==> config.mk <==
export PLATFORM = sky130hd
export DESIGN_NAME = indexed_list_insert_delete_search_core_flat
export DESIGN_NICKNAME = d
export VERILOG_FILES = /design/src/sv/ilist_pkg.sv /design/src/sv/ilist_if.sv /design/src/sv/ilist_ram.sv /design/src/sv/ilist_seq.sv /design/src/sv/indexed_list_insert_delete_search_core.sv /design/src/flat_wrapper.sv
export VERILOG_INCLUDE_DIRS = /design/src /design/src/sv
export SDC_FILE = /design/constraint.sdc
export NUM_CORES = 2
export LEC_CHECK = 0
export BUFFER_PORTS_ARGS = -buffer_cell sky130_fd_sc_hd__buf_2
export CELL_PAD_IN_SITES_DETAIL_PLACEMENT = 1
export CELL_PAD_IN_SITES_GLOBAL_PLACEMENT = 2
export CORE_MARGIN = 2
export CORE_UTILIZATION = 48
export CTS_CLUSTER_SIZE = 24
export DETAILED_ROUTE_END_ITERATION = 12
export GPL_ROUTABILITY_DRIVEN = 1
export PLACE_DENSITY_LB_ADDON = 0.1
export SLEW_MARGIN = 0
export SYNTH_ARGS = -nofsm -noshare
export SYNTH_HDL_FRONTEND = slang
export SYNTH_SLANG_ARGS = --single-unit
==> constraint.sdc <==
create_clock -name i_clk -period 8.5 [get_ports i_clk]
set_input_delay 0.85 -clock i_clk [delete_from_list [all_inputs] [get_ports i_clk]]
set_output_delay 0.85 -clock i_clk [all_outputs]
set_load 0.01 [all_outputs]
==> src/sv/indexed_list_insert_delete_search_core_assert.svh <==
`ifndef INDEXED_LIST_INSERT_DELETE_SEARCH_CORE_ASSERT_SVH
`define INDEXED_LIST_INSERT_DELETE_SEARCH_CORE_ASSERT_SVH

// Same-cycle implication, checked outside reset.
`define ILIST_ASSERT_NOW(lbl, clk, rstn, ante, cons) \
    lbl: assert property (@(posedge clk) disable iff (!rstn) (ante) |-> (cons)) \
        else $error("ilist check failed");

// Next-cycle implication, checked outside reset.
`define ILIST_ASSERT_NEXT(lbl, clk, rstn, ante, cons) \
    lbl: assert property (@(posedge clk) disable iff (!rstn) (ante) |=> (cons)) \
        else $error("ilist check failed");

`endif

==> src/sv/ilist_pkg.sv <==
package ilist_pkg;

    localparam int DEPTH  = 128;
    localparam int ADDR_W = $clog2(DEPTH);
    localparam int CNT_W  = $clog2(DEPTH + 1);

    localparam int FUNC_W = 2;
    localparam int VAL_W  = 32;
    localparam int POS_W  = 7;
    localparam int STAT_W = 2;
    localparam int LEN_W  = 8;

    // Width in which a position and the count are compared.
    localparam int CMP_W = (CNT_W > POS_W) ? CNT_W : POS_W;

    localparam logic [FUNC_W-1:0] FUNC_INSERT = 2'd0;
    localparam logic [FUNC_W-1:0] FUNC_DELETE = 2'd1;
    localparam logic [FUNC_W-1:0] FUNC_SEARCH = 2'd2;

    localparam logic [STAT_W-1:0] ST_OK    = 2'd0;
    localparam logic [STAT_W-1:0] ST_FULL  = 2'd1;
    localparam logic [STAT_W-1:0] ST_RANGE = 2'd2;

    typedef enum logic [1:0] {
        S_IDLE,
        S_MOVE,
        S_PUT,
        S_RESP
    } t_state;

    typedef struct packed {
        logic                    we;
        logic [ADDR_W-1:0]       waddr;
        logic signed [VAL_W-1:0] wdata;
        logic [ADDR_W-1:0]       raddr;
    } t_mem_req;

    typedef struct packed {
        logic             busy;
        logic [CNT_W-1:0] count;
    } t_seq_stat;

endpackage

==> src/sv/ilist_if.sv <==
interface ilist_req_if;
    logic                              valid;
    logic                              ready;
    logic [ilist_pkg::FUNC_W-1:0]      func;
    logic signed [ilist_pkg::VAL_W-1:0] value;
    logic [ilist_pkg::POS_W-1:0]       position;

    modport source (output valid, func, value, position, input ready);
    modport sink (input valid, func, value, position, output ready);
endinterface

interface ilist_rsp_if;
    logic                         valid;
    logic                         ready;
    logic [ilist_pkg::STAT_W-1:0] status;
    logic                         found;
    logic [ilist_pkg::LEN_W-1:0]  length;

    modport source (output valid, status, found, length, input ready);
    modport sink (input valid, status, found, length, output ready);
endinterface

==> src/sv/ilist_ram.sv <==
module ilist_ram #(
    parameter int WIDTH = 32,
    parameter int DEPTH = 128,
    parameter int AW    = $clog2(DEPTH)
) (
    input  logic             i_clk,
    input  logic             i_we,
    input  logic [AW-1:0]    i_waddr,
    input  logic [WIDTH-1:0] i_wdata,
    input  logic [AW-1:0]    i_raddr,
    output logic [WIDTH-1:0] o_rdata
);

    logic [WIDTH-1:0] r_mem [DEPTH];

    always_ff @(posedge i_clk) begin
        if (i_we) begin
            r_mem[i_waddr] <= i_wdata;
        end
    end

    always_ff @(posedge i_clk) begin
        o_rdata <= r_mem[i_raddr];
    end

endmodule

==> src/sv/ilist_seq.sv <==
module ilist_seq (
    input  logic                               i_clk,
    input  logic                               i_rst_n,
    ilist_req_if.sink                          i_req,
    ilist_rsp_if.source                        o_rsp,
    output ilist_pkg::t_mem_req                o_mem,
    input  logic signed [ilist_pkg::VAL_W-1:0] i_rdata,
    output ilist_pkg::t_seq_stat               o_stat
);

    ilist_pkg::t_state r_state, n_state;

    logic [ilist_pkg::FUNC_W-1:0]       r_op, n_op;
    logic signed [ilist_pkg::VAL_W-1:0] r_val, n_val;
    logic [ilist_pkg::ADDR_W-1:0]       r_pos, n_pos;
    logic [ilist_pkg::CNT_W-1:0]        r_count, n_count;
    logic [ilist_pkg::ADDR_W-1:0]       r_rptr, n_rptr;
    logic [ilist_pkg::ADDR_W-1:0]       r_rend, n_rend;
    logic [ilist_pkg::ADDR_W-1:0]       r_wptr, n_wptr;
    logic                               r_rd_on, n_rd_on;
    logic                               r_pend, n_pend;
    logic                               r_found, n_found;
    logic [ilist_pkg::STAT_W-1:0]       r_status, n_status;

    logic                         accept;
    logic [ilist_pkg::CMP_W-1:0]  pos_x;
    logic [ilist_pkg::CMP_W-1:0]  cnt_x;
    logic [ilist_pkg::CMP_W:0]    pos_nx;
    logic                         ins_full;
    logic                         ins_range;
    logic                         del_range;
    logic                         start_move;
    logic                         move_done;

    assign accept    = i_req.valid && i_req.ready;
    assign pos_x     = ilist_pkg::CMP_W'(i_req.position);
    assign cnt_x     = ilist_pkg::CMP_W'(r_count);
    assign pos_nx    = {1'b0, pos_x} + 1'b1;
    assign ins_full  = r_count >= ilist_pkg::CNT_W'(ilist_pkg::DEPTH);
    assign ins_range = pos_x > cnt_x;
    assign del_range = pos_x >= cnt_x;
    assign move_done = !r_rd_on && !r_pend;

    always_comb begin
        case (i_req.func)
            ilist_pkg::FUNC_INSERT: start_move = !ins_full && !ins_range;
            ilist_pkg::FUNC_DELETE: start_move = !del_range;
            ilist_pkg::FUNC_SEARCH: start_move = 1'b1;
            default:                start_move = 1'b0;
        endcase
    end

    // Next state.
    always_comb begin
        n_state = r_state;
        case (r_state)
            ilist_pkg::S_IDLE: begin
                if (accept) begin
                    n_state = start_move ? ilist_pkg::S_MOVE : ilist_pkg::S_RESP;
                end
            end
            ilist_pkg::S_MOVE: begin
                if (move_done) begin
                    n_state = (r_op == ilist_pkg::FUNC_INSERT) ? ilist_pkg::S_PUT
                                                               : ilist_pkg::S_RESP;
                end
            end
            ilist_pkg::S_PUT: n_state = ilist_pkg::S_RESP;
            ilist_pkg::S_RESP: begin
                if (o_rsp.ready) begin
                    n_state = ilist_pkg::S_IDLE;
                end
            end
            default: n_state = ilist_pkg::S_IDLE;
        endcase
    end

    // Outputs and datapath.
    always_comb begin
        n_op     = r_op;
        n_val    = r_val;
        n_pos    = r_pos;
        n_count  = r_count;
        n_rptr   = r_rptr;
        n_rend   = r_rend;
        n_wptr   = r_wptr;
        n_rd_on  = r_rd_on;
        n_pend   = r_pend;
        n_found  = r_found;
        n_status = r_status;

        o_mem.we    = 1'b0;
        o_mem.waddr = r_wptr;
        o_mem.wdata = i_rdata;
        o_mem.raddr = r_rptr;

        i_req.ready  = (r_state == ilist_pkg::S_IDLE);
        o_rsp.valid  = (r_state == ilist_pkg::S_RESP);
        o_rsp.status = r_status;
        o_rsp.found  = r_found;
        o_rsp.length = ilist_pkg::LEN_W'(r_count);

        case (r_state)
            ilist_pkg::S_IDLE: begin
                if (accept) begin
                    n_op     = i_req.func;
                    n_val    = i_req.value;
                    n_pos    = ilist_pkg::ADDR_W'(i_req.position);
                    n_found  = 1'b0;
                    n_status = ilist_pkg::ST_OK;
                    n_rd_on  = 1'b0;
                    n_pend   = 1'b0;
                    case (i_req.func)
                        ilist_pkg::FUNC_INSERT: begin
                            if (ins_full) begin
                                n_status = ilist_pkg::ST_FULL;
                            end else if (ins_range) begin
                                n_status = ilist_pkg::ST_RANGE;
                            end else begin
                                // Walk down from the last entry to the insert point.
                                n_rptr  = ilist_pkg::ADDR_W'(r_count - 1'b1);
                                n_rend  = ilist_pkg::ADDR_W'(i_req.position);
                                n_rd_on = (pos_x != cnt_x);
                            end
                        end
                        ilist_pkg::FUNC_DELETE: begin
                            if (del_range) begin
                                n_status = ilist_pkg::ST_RANGE;
                            end else begin
                                // Walk up from the entry after the hole to the last one.
                                n_rptr  = ilist_pkg::ADDR_W'(pos_nx);
                                n_rend  = ilist_pkg::ADDR_W'(r_count - 1'b1);
                                n_rd_on = (pos_nx < {1'b0, cnt_x});
                            end
                        end
                        ilist_pkg::FUNC_SEARCH: begin
                            n_rptr  = '0;
                            n_rend  = ilist_pkg::ADDR_W'(r_count - 1'b1);
                            n_rd_on = (r_count != '0);
                        end
                        default: begin
                            n_rd_on = 1'b0;
                        end
                    endcase
                end
            end
            ilist_pkg::S_MOVE: begin
                // Data read last cycle is either compared or written one slot over.
                if (r_pend) begin
                    if (r_op == ilist_pkg::FUNC_SEARCH) begin
                        if (i_rdata == r_val) begin
                            n_found = 1'b1;
                        end
                    end else begin
                        o_mem.we = 1'b1;
                    end
                end
                if (r_rd_on) begin
                    n_pend = 1'b1;
                    if (r_op == ilist_pkg::FUNC_INSERT) begin
                        n_wptr = r_rptr + 1'b1;
                    end else begin
                        n_wptr = r_rptr - 1'b1;
                    end
                    if (r_rptr == r_rend) begin
                        n_rd_on = 1'b0;
                    end else if (r_op == ilist_pkg::FUNC_INSERT) begin
                        n_rptr = r_rptr - 1'b1;
                    end else begin
                        n_rptr = r_rptr + 1'b1;
                    end
                end else begin
                    n_pend = 1'b0;
                end
                if (move_done && r_op == ilist_pkg::FUNC_DELETE) begin
                    n_count = r_count - 1'b1;
                end
            end
            ilist_pkg::S_PUT: begin
                o_mem.we    = 1'b1;
                o_mem.waddr = r_pos;
                o_mem.wdata = r_val;
                n_count     = r_count + 1'b1;
            end
            ilist_pkg::S_RESP: begin
                n_rd_on = 1'b0;
            end
            default: begin
                n_rd_on = 1'b0;
            end
        endcase

        o_stat.busy  = (r_state != ilist_pkg::S_IDLE);
        o_stat.count = r_count;
    end

    always_ff @(posedge i_clk) begin
        if (!i_rst_n) begin
            r_state <= ilist_pkg::S_IDLE;
            r_count <= '0;
            r_rd_on <= 1'b0;
            r_pend  <= 1'b0;
        end else begin
            r_state <= n_state;
            r_count <= n_count;
            r_rd_on <= n_rd_on;
            r_pend  <= n_pend;
        end
    end

    always_ff @(posedge i_clk) begin
        r_op     <= n_op;
        r_val    <= n_val;
        r_pos    <= n_pos;
        r_rptr   <= n_rptr;
        r_rend   <= n_rend;
        r_wptr   <= n_wptr;
        r_found  <= n_found;
        r_status <= n_status;
    end

endmodule

==> src/sv/indexed_list_insert_delete_search_core.sv <==
// Packed list of up to DEPTH signed 32-bit words with insert, delete and search.
// Each request word on i_req carries an operation (insert, delete or search), a
// value and a position, and yields exactly one response word on o_rsp with a
// status (ok, list full, position out of range), a found flag and the new list
// length. The list is held in one single-port-write, registered-read RAM, and a
// sequencer walks it one entry per cycle, so one request is in flight at a time.
// After acceptance, an insert shifts the entries from the insert point up and
// then writes the new value, a delete shifts the entries past the hole down, a
// search compares every entry, and a rejected request or the unused function
// code goes straight to the response. The response word is held until taken,
// after which the next request is accepted. Entries past the current length
// are never read, so the RAM needs no clearing after reset and the block is
// ready as soon as reset is released.
`include "indexed_list_insert_delete_search_core_assert.svh"

module indexed_list_insert_delete_search_core (
    input  logic        i_clk,
    input  logic        i_rst_n,
    ilist_req_if.sink   i_req,
    ilist_rsp_if.source o_rsp
);

    ilist_pkg::t_mem_req               mem_req;
    ilist_pkg::t_seq_stat              seq_stat;
    logic [ilist_pkg::VAL_W-1:0]       ram_rdata;
    logic signed [ilist_pkg::VAL_W-1:0] rdata;

    assign rdata = ram_rdata;

    // The sequencer owns the length, the request registers and the response
    // register, and drives one RAM read and at most one RAM write per cycle.
    // During a shift, reads and writes are always at least one entry apart, so
    // the RAM never sees a read and a write to the same entry in a shift cycle.
    ilist_seq u_seq (
        .i_clk   (i_clk),
        .i_rst_n (i_rst_n),
        .i_req   (i_req),
        .o_rsp   (o_rsp),
        .o_mem   (mem_req),
        .i_rdata (rdata),
        .o_stat  (seq_stat)
    );

    // List storage.
    ilist_ram #(
        .WIDTH (ilist_pkg::VAL_W),
        .DEPTH (ilist_pkg::DEPTH),
        .AW    (ilist_pkg::ADDR_W)
    ) u_ram (
        .i_clk   (i_clk),
        .i_we    (mem_req.we),
        .i_waddr (mem_req.waddr),
        .i_wdata (mem_req.wdata),
        .i_raddr (mem_req.raddr),
        .o_rdata (ram_rdata)
    );

    // The length never exceeds the capacity.
    `ILIST_ASSERT_NOW(a_count_bound, i_clk, i_rst_n, 1'b1, seq_stat.count <= ilist_pkg::CNT_W'(ilist_pkg::DEPTH))

    // The length moves by one step, and only as a response is being offered.
    `ILIST_ASSERT_NOW(a_count_step, i_clk, i_rst_n, seq_stat.count != $past(seq_stat.count), o_rsp.valid && (seq_stat.count == $past(seq_stat.count) + 1'b1 || seq_stat.count == $past(seq_stat.count) - 1'b1))

    // No request is taken while a response is pending or the RAM walk runs.
    `ILIST_ASSERT_NOW(a_one_in_flight, i_clk, i_rst_n, seq_stat.busy, !i_req.ready)

    // A write to the list only happens while a request is being worked on.
    `ILIST_ASSERT_NOW(a_write_busy, i_clk, i_rst_n, mem_req.we, seq_stat.busy && !o_rsp.valid)

endmodule

==> src/flat_wrapper.sv <==
// flat-port wrapper written by rule: the top's interface ports become plain ports
module indexed_list_insert_delete_search_core_flat 
  (i_clk, i_rst_n, i_req_valid, i_req_func, i_req_value, i_req_position, i_req_ready, o_rsp_valid, o_rsp_status, o_rsp_found, o_rsp_length, o_rsp_ready);
  ilist_req_if i_req_i ();
  ilist_rsp_if o_rsp_i ();
  input  logic i_clk;
  input  logic i_rst_n;
  input wire logic [$bits(i_req_i.valid)-1:0] i_req_valid;
  input wire logic [$bits(i_req_i.func)-1:0] i_req_func;
  input wire logic [$bits(i_req_i.value)-1:0] i_req_value;
  input wire logic [$bits(i_req_i.position)-1:0] i_req_position;
  output wire logic [$bits(i_req_i.ready)-1:0] i_req_ready;
  output wire logic [$bits(o_rsp_i.valid)-1:0] o_rsp_valid;
  output wire logic [$bits(o_rsp_i.status)-1:0] o_rsp_status;
  output wire logic [$bits(o_rsp_i.found)-1:0] o_rsp_found;
  output wire logic [$bits(o_rsp_i.length)-1:0] o_rsp_length;
  input wire logic [$bits(o_rsp_i.ready)-1:0] o_rsp_ready;
  assign i_req_i.valid = i_req_valid;
  assign i_req_i.func = i_req_func;
  assign i_req_i.value = i_req_value;
  assign i_req_i.position = i_req_position;
  assign i_req_ready = i_req_i.ready;
  assign o_rsp_valid = o_rsp_i.valid;
  assign o_rsp_status = o_rsp_i.status;
  assign o_rsp_found = o_rsp_i.found;
  assign o_rsp_length = o_rsp_i.length;
  assign o_rsp_i.ready = o_rsp_ready;
  indexed_list_insert_delete_search_core u_core (.i_clk(i_clk), .i_rst_n(i_rst_n), .i_req(i_req_i), .o_rsp(o_rsp_i));
endmodule
* Yosys cells after proc, flatten, opt, wreduce, memory -nomap -nowiden
Memories as Yosys holds them, arrays and structs flattened. A register that Yosys moved wholly into a read port is not among the register bits.
Index checks and enable logic that the tools add are counted.
** Word-level totals
- Latch bits :: 0
- Memory bits (writable) :: 4096
- Memories kept :: 1
- Bits of input ports :: 45
- Word-level logic and storage cells :: 122
- Bits in read-only memories :: 0
- Output and inout port bits :: 13
- Register bits :: 77
** Operators by class
- Mux-type cells :: 48
- Bitwise logic cells :: 0
- Multiply operators :: 0
- Add/subtract/negate cells :: 5
- Reductions and logical operators :: 26
- $lt $le $gt $ge :: 4
- Equal/unequal tests :: 26
- Div/mod/pow operators :: 0
- Shift operators :: 0
** Memory list
- u_core.u_ram.r_mem :: depth 128, width 32, rd ports 1, clocked after memory_dff 1, wr ports 1, RTL line ilist_ram.sv:14 : logic [WIDTH-1:0] r_mem [DEPTH];
** Operators with widths (count)
- 7-bit 2-to-1 mux :: 11
- 7-bit case mux with 3 select lines :: 2
- 39-bit 2-to-1 mux :: 1
- 32-bit == test :: 1
- 2-bit inequality test (second input constant) :: 10
- 1-bit 2-to-1 mux :: 16
- 8-bit case mux with 2 select lines :: 1
- 2-bit 2-to-1 mux :: 7
- 7-bit case mux with 2 select lines :: 1
- 2-bit AND reduction :: 5
- 3-bit inequality test (second input constant) :: 3
- 1-bit case mux with 3 select lines :: 3
- 7-bit by 1-bit adder with 8-bit output (second input constant) :: 1
- 8-bit by 1-bit adder with 8-bit output (second input constant) :: 1
- 2-bit == test (second input constant) :: 4
- 7-bit by 8-bit >= comparator with 1-bit output :: 1
- 8-bit >= comparator (second input constant) :: 1
- 7-bit by 8-bit greater-than comparator with 1-bit output :: 1
- 8-bit < comparator :: 1
- 8-bit 2-to-1 mux :: 1
- 7-bit by 8-bit inequality test with 1-bit output :: 1
- 2-bit case mux with 4 select lines :: 1
- 8-bit AND reduction :: 1
- 8-bit nonzero test :: 1
- 17 further kinds :: 33

* Longest topological paths before layout
- Word-level depth :: 7
- Gate-level depth with buffers :: 13
- Gate-level depth less buffers :: 11

* Modules after synthesis
A second synthesis with hierarchy kept.
** Second synthesis, totals
- Cell total of the unflattened synthesis :: 6444
- Area total of the unflattened synthesis :: 161237.1 µm²
** By module, submodules not included
- ilist_ram :: cells each 5990, seq. area each 123638.6 µm², instances 1, area each 156276.1 µm²
- ilist_seq :: cells each 454, seq. area each 2192.1 µm², instances 1, area each 4961.0 µm²

* Worst setup path after synthesis
OpenSTA, ideal clock, no wires.
- Kind :: register to register
- From :: register u_core.u_seq.r_state[0]
- To :: memory u_core.u_ram.r_mem[48][0], enable pin
- Data required time :: 8079 ps
- Library setup time :: 421 ps
- Clock period less this slack :: 3758 ps
- Path buffers :: 2
- Slack :: 4742 ps
- Arrival time :: 3337 ps
- Cell stages (with the launch flop) :: 9
- Cell sequence :: dfxtp_1 inv_1 ha_1 clkbuf_1 clkbuf_1 clkinv_1 o32ai_1 nand2_1 nor2_1
** Between the ends
- Word-level cells in the longest chain between the ends :: 4
- Elaborated cells on any way between the ends :: 6
- Those cells by class :: eq/ne: 2; mux: 4
** RTL lines
- start: declaration :: RTL line ilist_seq.sv:11 : ilist_pkg::t_state r_state, n_state;
- start signal: assignment :: RTL line ilist_seq.sv:199 : r_state <= ilist_pkg::S_IDLE;
- start signal: assignment :: RTL line ilist_seq.sv:204 : r_state <= n_state;
- 2-bit == test / 2-bit by 1-bit == test with 1-bit output (equally long branches) :: RTL line ilist_seq.sv:103 : case (r_state)
- 1-bit case mux with 2 select lines :: RTL line ilist_seq.sv:103
- 1-bit 2-to-1 mux :: RTL line ilist_ram.sv:17 : if (i_we) begin
- 1-bit 2-to-1 mux (not written as such) :: RTL line ilist_ram.sv:18 : r_mem[i_waddr] <= i_wdata;
- end: declaration :: RTL line ilist_ram.sv:14
Parallel ways exist; a longest one is shown, timed or not.

* Final worst setup path
- From :: register u_core.u_seq.r_state[0]
- To :: memory u_core.u_ram.r_mem[34][6], enable pin
Same word-level chain as after synthesis.

==> results by group <==
STA
  • Final hold vios: 0
  • RSZ-0062 raised after global routing: no
  • Clk_skew: 63.2 ps
  • Sum Neg Setup Slack: 0 ps
  • Top achievable clock speed: about 180 MHz
  • Worst slew margin: -4.22%
  • Tightest Pin Transition: about 1600 ps
  • Tcrit/Tclk final: 67.0%
  • Final Slew Violations: 5
  • Final setup fails: 0
  • Tmin final: 5700 ps

Detailed routing
  • Via count: ~80000
  • Post-route ant nets: 0
  • Final WL: 509 mm
  • DRC violations left: 0
  • Vias per std cell: 6.49
  • WL/cell: ~41 µm
  • DR pass1 iterations: 6
  • Iteration-0 DRC Markers: 11700

Floorplanning
  • Die Ht: ~580 µm
  • FP Rows: 213
  • Initial Util: about half
  • # IOs: 58
  • Core area: about 0.34 mm²
  • Die area: around 0.34 mm²
  • Die W: 585 µm

Clock tree
  • # resized after CTS: 0
  • Maximum clock path buffer count: 4
  • Clk_lat worst skew: just over 1000 ps
  • Clock tree from TritonCTS: built
  • Clock slew at reported path FFs: 60 ps
  • H-tree levels: 5
  • Root buffer cell: clkbuf_16
  • CTS sink count: 4205
  • Postcts setup bufs: 0
  • CTS buffer count: about 440

Layout
  • Most common cell after layout, fill and taps aside: edfxtp_1
  • Area growth syn-to-layout: 13.3%
  • Final Core Density: roughly 55%
  • # fillers: between 20000 and 30000
  • Layout Nets: 7676
  • Most frequent cells in the layout: 4161 x edfxtp_1, 1019 x mux4_2, 447 x clkbuf_16, 286 x buf_4, 285 x mux2i_1
  • Share of cells above drive strength 1: ~28%

Synthesis
  • Yosys Warn Count: 0
  • Synth async-reset ratio: 0%
  • Post-Synth Simple-Gate Area: 1.32%
  • Yosys top cell by area: edfxtp_1
  • Post-synth net total: 7242
  • Top post-synthesis cells by area: edfxtp_1 77%, mux4_2 14%, mux2i_1 1.8%
  • Synth Area in Adders: 0.224%
  • Main flop type after synthesis: edfxtp_1
  • Synth Register Bits: approximately 4200
  • XOR/XNOR Fraction of Synth Area: 0.335%
  • Netlist cell types: 66
  • Combinational family with the most area after synthesis: multiplexers
  • Cell count after synthesis: ~7200
  • Mux cell area share after synthesis: 16.3%
  • Avg Inst Size Synth: 22.6 µm²
  • Top cell type's share of synthesized area: 77.1%
  • Synth Area in Compound Gates: 2.63%
  • Synthesized cell area: 0.162 mm²
  • Sequential area share after synthesis: between 70 and 80%
  • EDFF count, synth: between 4000 and 5000

Place
  • DP Wirelength: 302 mm
  • GP Congestion: about 0.88
  • Buffers on Ports: 57

Power and ir drop
  • Net switching power figure: 20.0 mW
  • Clk pwr share: 30.7%
  • Pwr/cell area: 336 mW/mm²
  • Seq pwr share: 44.4%
  • Sw frac: between 30 and 40%
  • Logic pwr share: 24.9%
  • Worst VDD drop: 0.303 mV
  • Leak: 57.3 nW
  • Power Total: around 62 mW
  • Pint: 41.6 mW

GRT
  • Number of global-route vias before repair: 81300
  • GRT overflow: 0
  • Gr usage total: 29.8%
  • Largest net degree at the start of global routing: approximately 100
  • Antenna violations before repair: 51
  • Global-route wire length before repair: 697 mm

Min path
  • Hold_sp: i_req_value[14]
  • Hold Path Sink: u_core.u_seq.r_val[14]
  • Worst min path class: in2reg
  • Hold path cells: 1

Critical path
  • RR Startpoint: u_core.u_seq.r_state[0]
  • Reg-to-reg setup timing slack: 2800 ps
  • Ordered list of cells on the worst path: inv_1 -> ha_4 -> buf_4 -> clkinv_1 -> o31ai_1 -> buf_4 -> nand2_1 -> nor2_4 -> buf_4
  • Setup crit start kind: flip-flop
  • Critical path type: reg2reg
  • Critical Path End Type: flip-flop
  • Reg2Reg Depth: 9
  • CP Max Fanout: 48
  • Critical path arrival: 6330 ps
  • WP depth: 9
  • Worst Path Required: 9130 ps
  • CP peak stage delay: 890 ps
  • Worst path buffer plus inverter count: 5
  • Largest delay share family, worst path: buffers and inverters
  • Slowest cell on the critical path: o31ai_1
  • FF-to-FF End: u_core.u_ram.r_mem[34][6]
  • Most used cell, CP: buf_4

Run status
  • Status: complete, but fails checks
  • Failing checks: capacitance limit, slew limit

Job
  • Maxcap violations: 4
-- cells in the mapped netlist (18+ instances only) --
cell and n:
buf_4 51, nor3_1 25, clkbuf_1 143, inv_1 30, a21oi_1 101, buf_1 34
nor2_1 189, a211oi_1 42, mux2_2 48, nand4_1 18, a22oi_1 63, ha_1 29
edfxtp_1 4161, o21ai_0 87, buf_2 94, a221oi_1 46, o221ai_1 35, a22o_1 38
buf_6 59, o22ai_1 92, mux2i_1 285, nand2_1 123, mux4_2 1019, nand3_1 37
dfxtp_1 44, xnor2_1 49, nor2b_1 20
-- worst max path at each step --
stage,startpoint,end,slack [ps]
2_1_floorplan,u_core.u_seq.r_state[0],u_core.u_ram.r_mem[48][0],4740
3_3_place_gp,u_core.u_seq.r_rptr[0],u_core.u_ram.o_rdata[23],1490
3_5_place_dp,u_core.u_seq.r_state[0],u_core.u_ram.r_mem[35][15],2870
4_1_cts,u_core.u_seq.r_state[0],u_core.u_ram.r_mem[35][6],2830
5_1_grt,u_core.u_seq.r_state[0],u_core.u_ram.r_mem[34][6],2710
6_report,u_core.u_seq.r_state[0],u_core.u_ram.r_mem[34][6],2800
-- metal layers --
layer	vias up	share of wire (%)	GRT usage (%)
met1	44900	41	43.6
met5	-	0.011	0
met4	10	3.8	9.87
met2	3978	47	46.0
li1	31500	-	-
met3	692	8.5	5.09
-- cell families (layout without fill, tap and decap cells) --
group                      after synthesis  count (layout)
DFF                                   4205            4205
muxes                                 1352            1352
AOI/OAI and AO/OA                      619             619
and+or+nand+nor                        477             477
buffers and inverters                  424            1226
xor gates and xnor gates                62              62
adders and majority gates               29              29
other                                    0              12
-- through the flow --
step                      area, µm²  hold WS (ps)  setup WS (ps)  instances
after detailed placement     169000           545           2870      11700
after CTS                    184000         0.320           2830      12500
after floorplan              162000           494           4740       7168
after global routing         184000          26.3           2710      12500
final                        184000          66.1           2800      12500
after global placement       169000           550           1490      11700
-- power by group through the flow --
| stage | combinational [mW] | sequential, mW | clock [mW] |
|---|---|---|---|
| global route | 15.8 | 27.4 | 19.9 |
| CTS | 15.3 | 27.3 | 19.2 |
| finish | 15.3 | 27.4 | 18.9 |
| global placement | 14.8 | 27.8 | 0 |
| floorplan | 7.55 | 27.6 | 0 |
| detailed placement | 15.3 | 27.8 | 0 |
-- registers in the layout, summed over array words and instances (netlist names) --
register / cells
u_core.u_ram.r_mem: 4096
u_core.u_seq.o_rsp.length: 8
u_core.u_ram.o_rdata: 32
u_core.u_seq.r_rd_on: 1
u_core.u_seq.r_pend: 1
u_core.u_seq.r_op: 2
u_core.u_seq.r_rptr: 7
u_core.u_seq.r_pos: 7
u_core.u_seq.r_state: 2
u_core.u_seq.r_rend: 7
u_core.u_seq.r_wptr: 7
u_core.u_seq.o_rsp.found: 1
u_core.u_seq.r_val: 32
u_core.u_seq.o_rsp.status: 2
-- layout make-up --
class | count | area (µm²) | share of cell area [%]
Clock inverter | 263 | 2360 | 1.29
Timing Repair Buffer | 385 | 3080 | 1.68
Sequential cell | 4205 | 126000 | 68.5
Antenna cell | 12 | 30.0 | 0.0164
Tap cell | 4515 | 5650 | 3.08
Multi-Input combinational cell | 2539 | 34900 | 19.0
Clock buffer | 546 | 11600 | 6.34
Inverter | 32 | 121 | 0.0661
-- timing repair --
action,CTS,global route
endpoints found under the setup margin,0,0
hold buffers,16,0
endpoints found under the hold margin,16,0
Power figures use the tool's default switching activity.
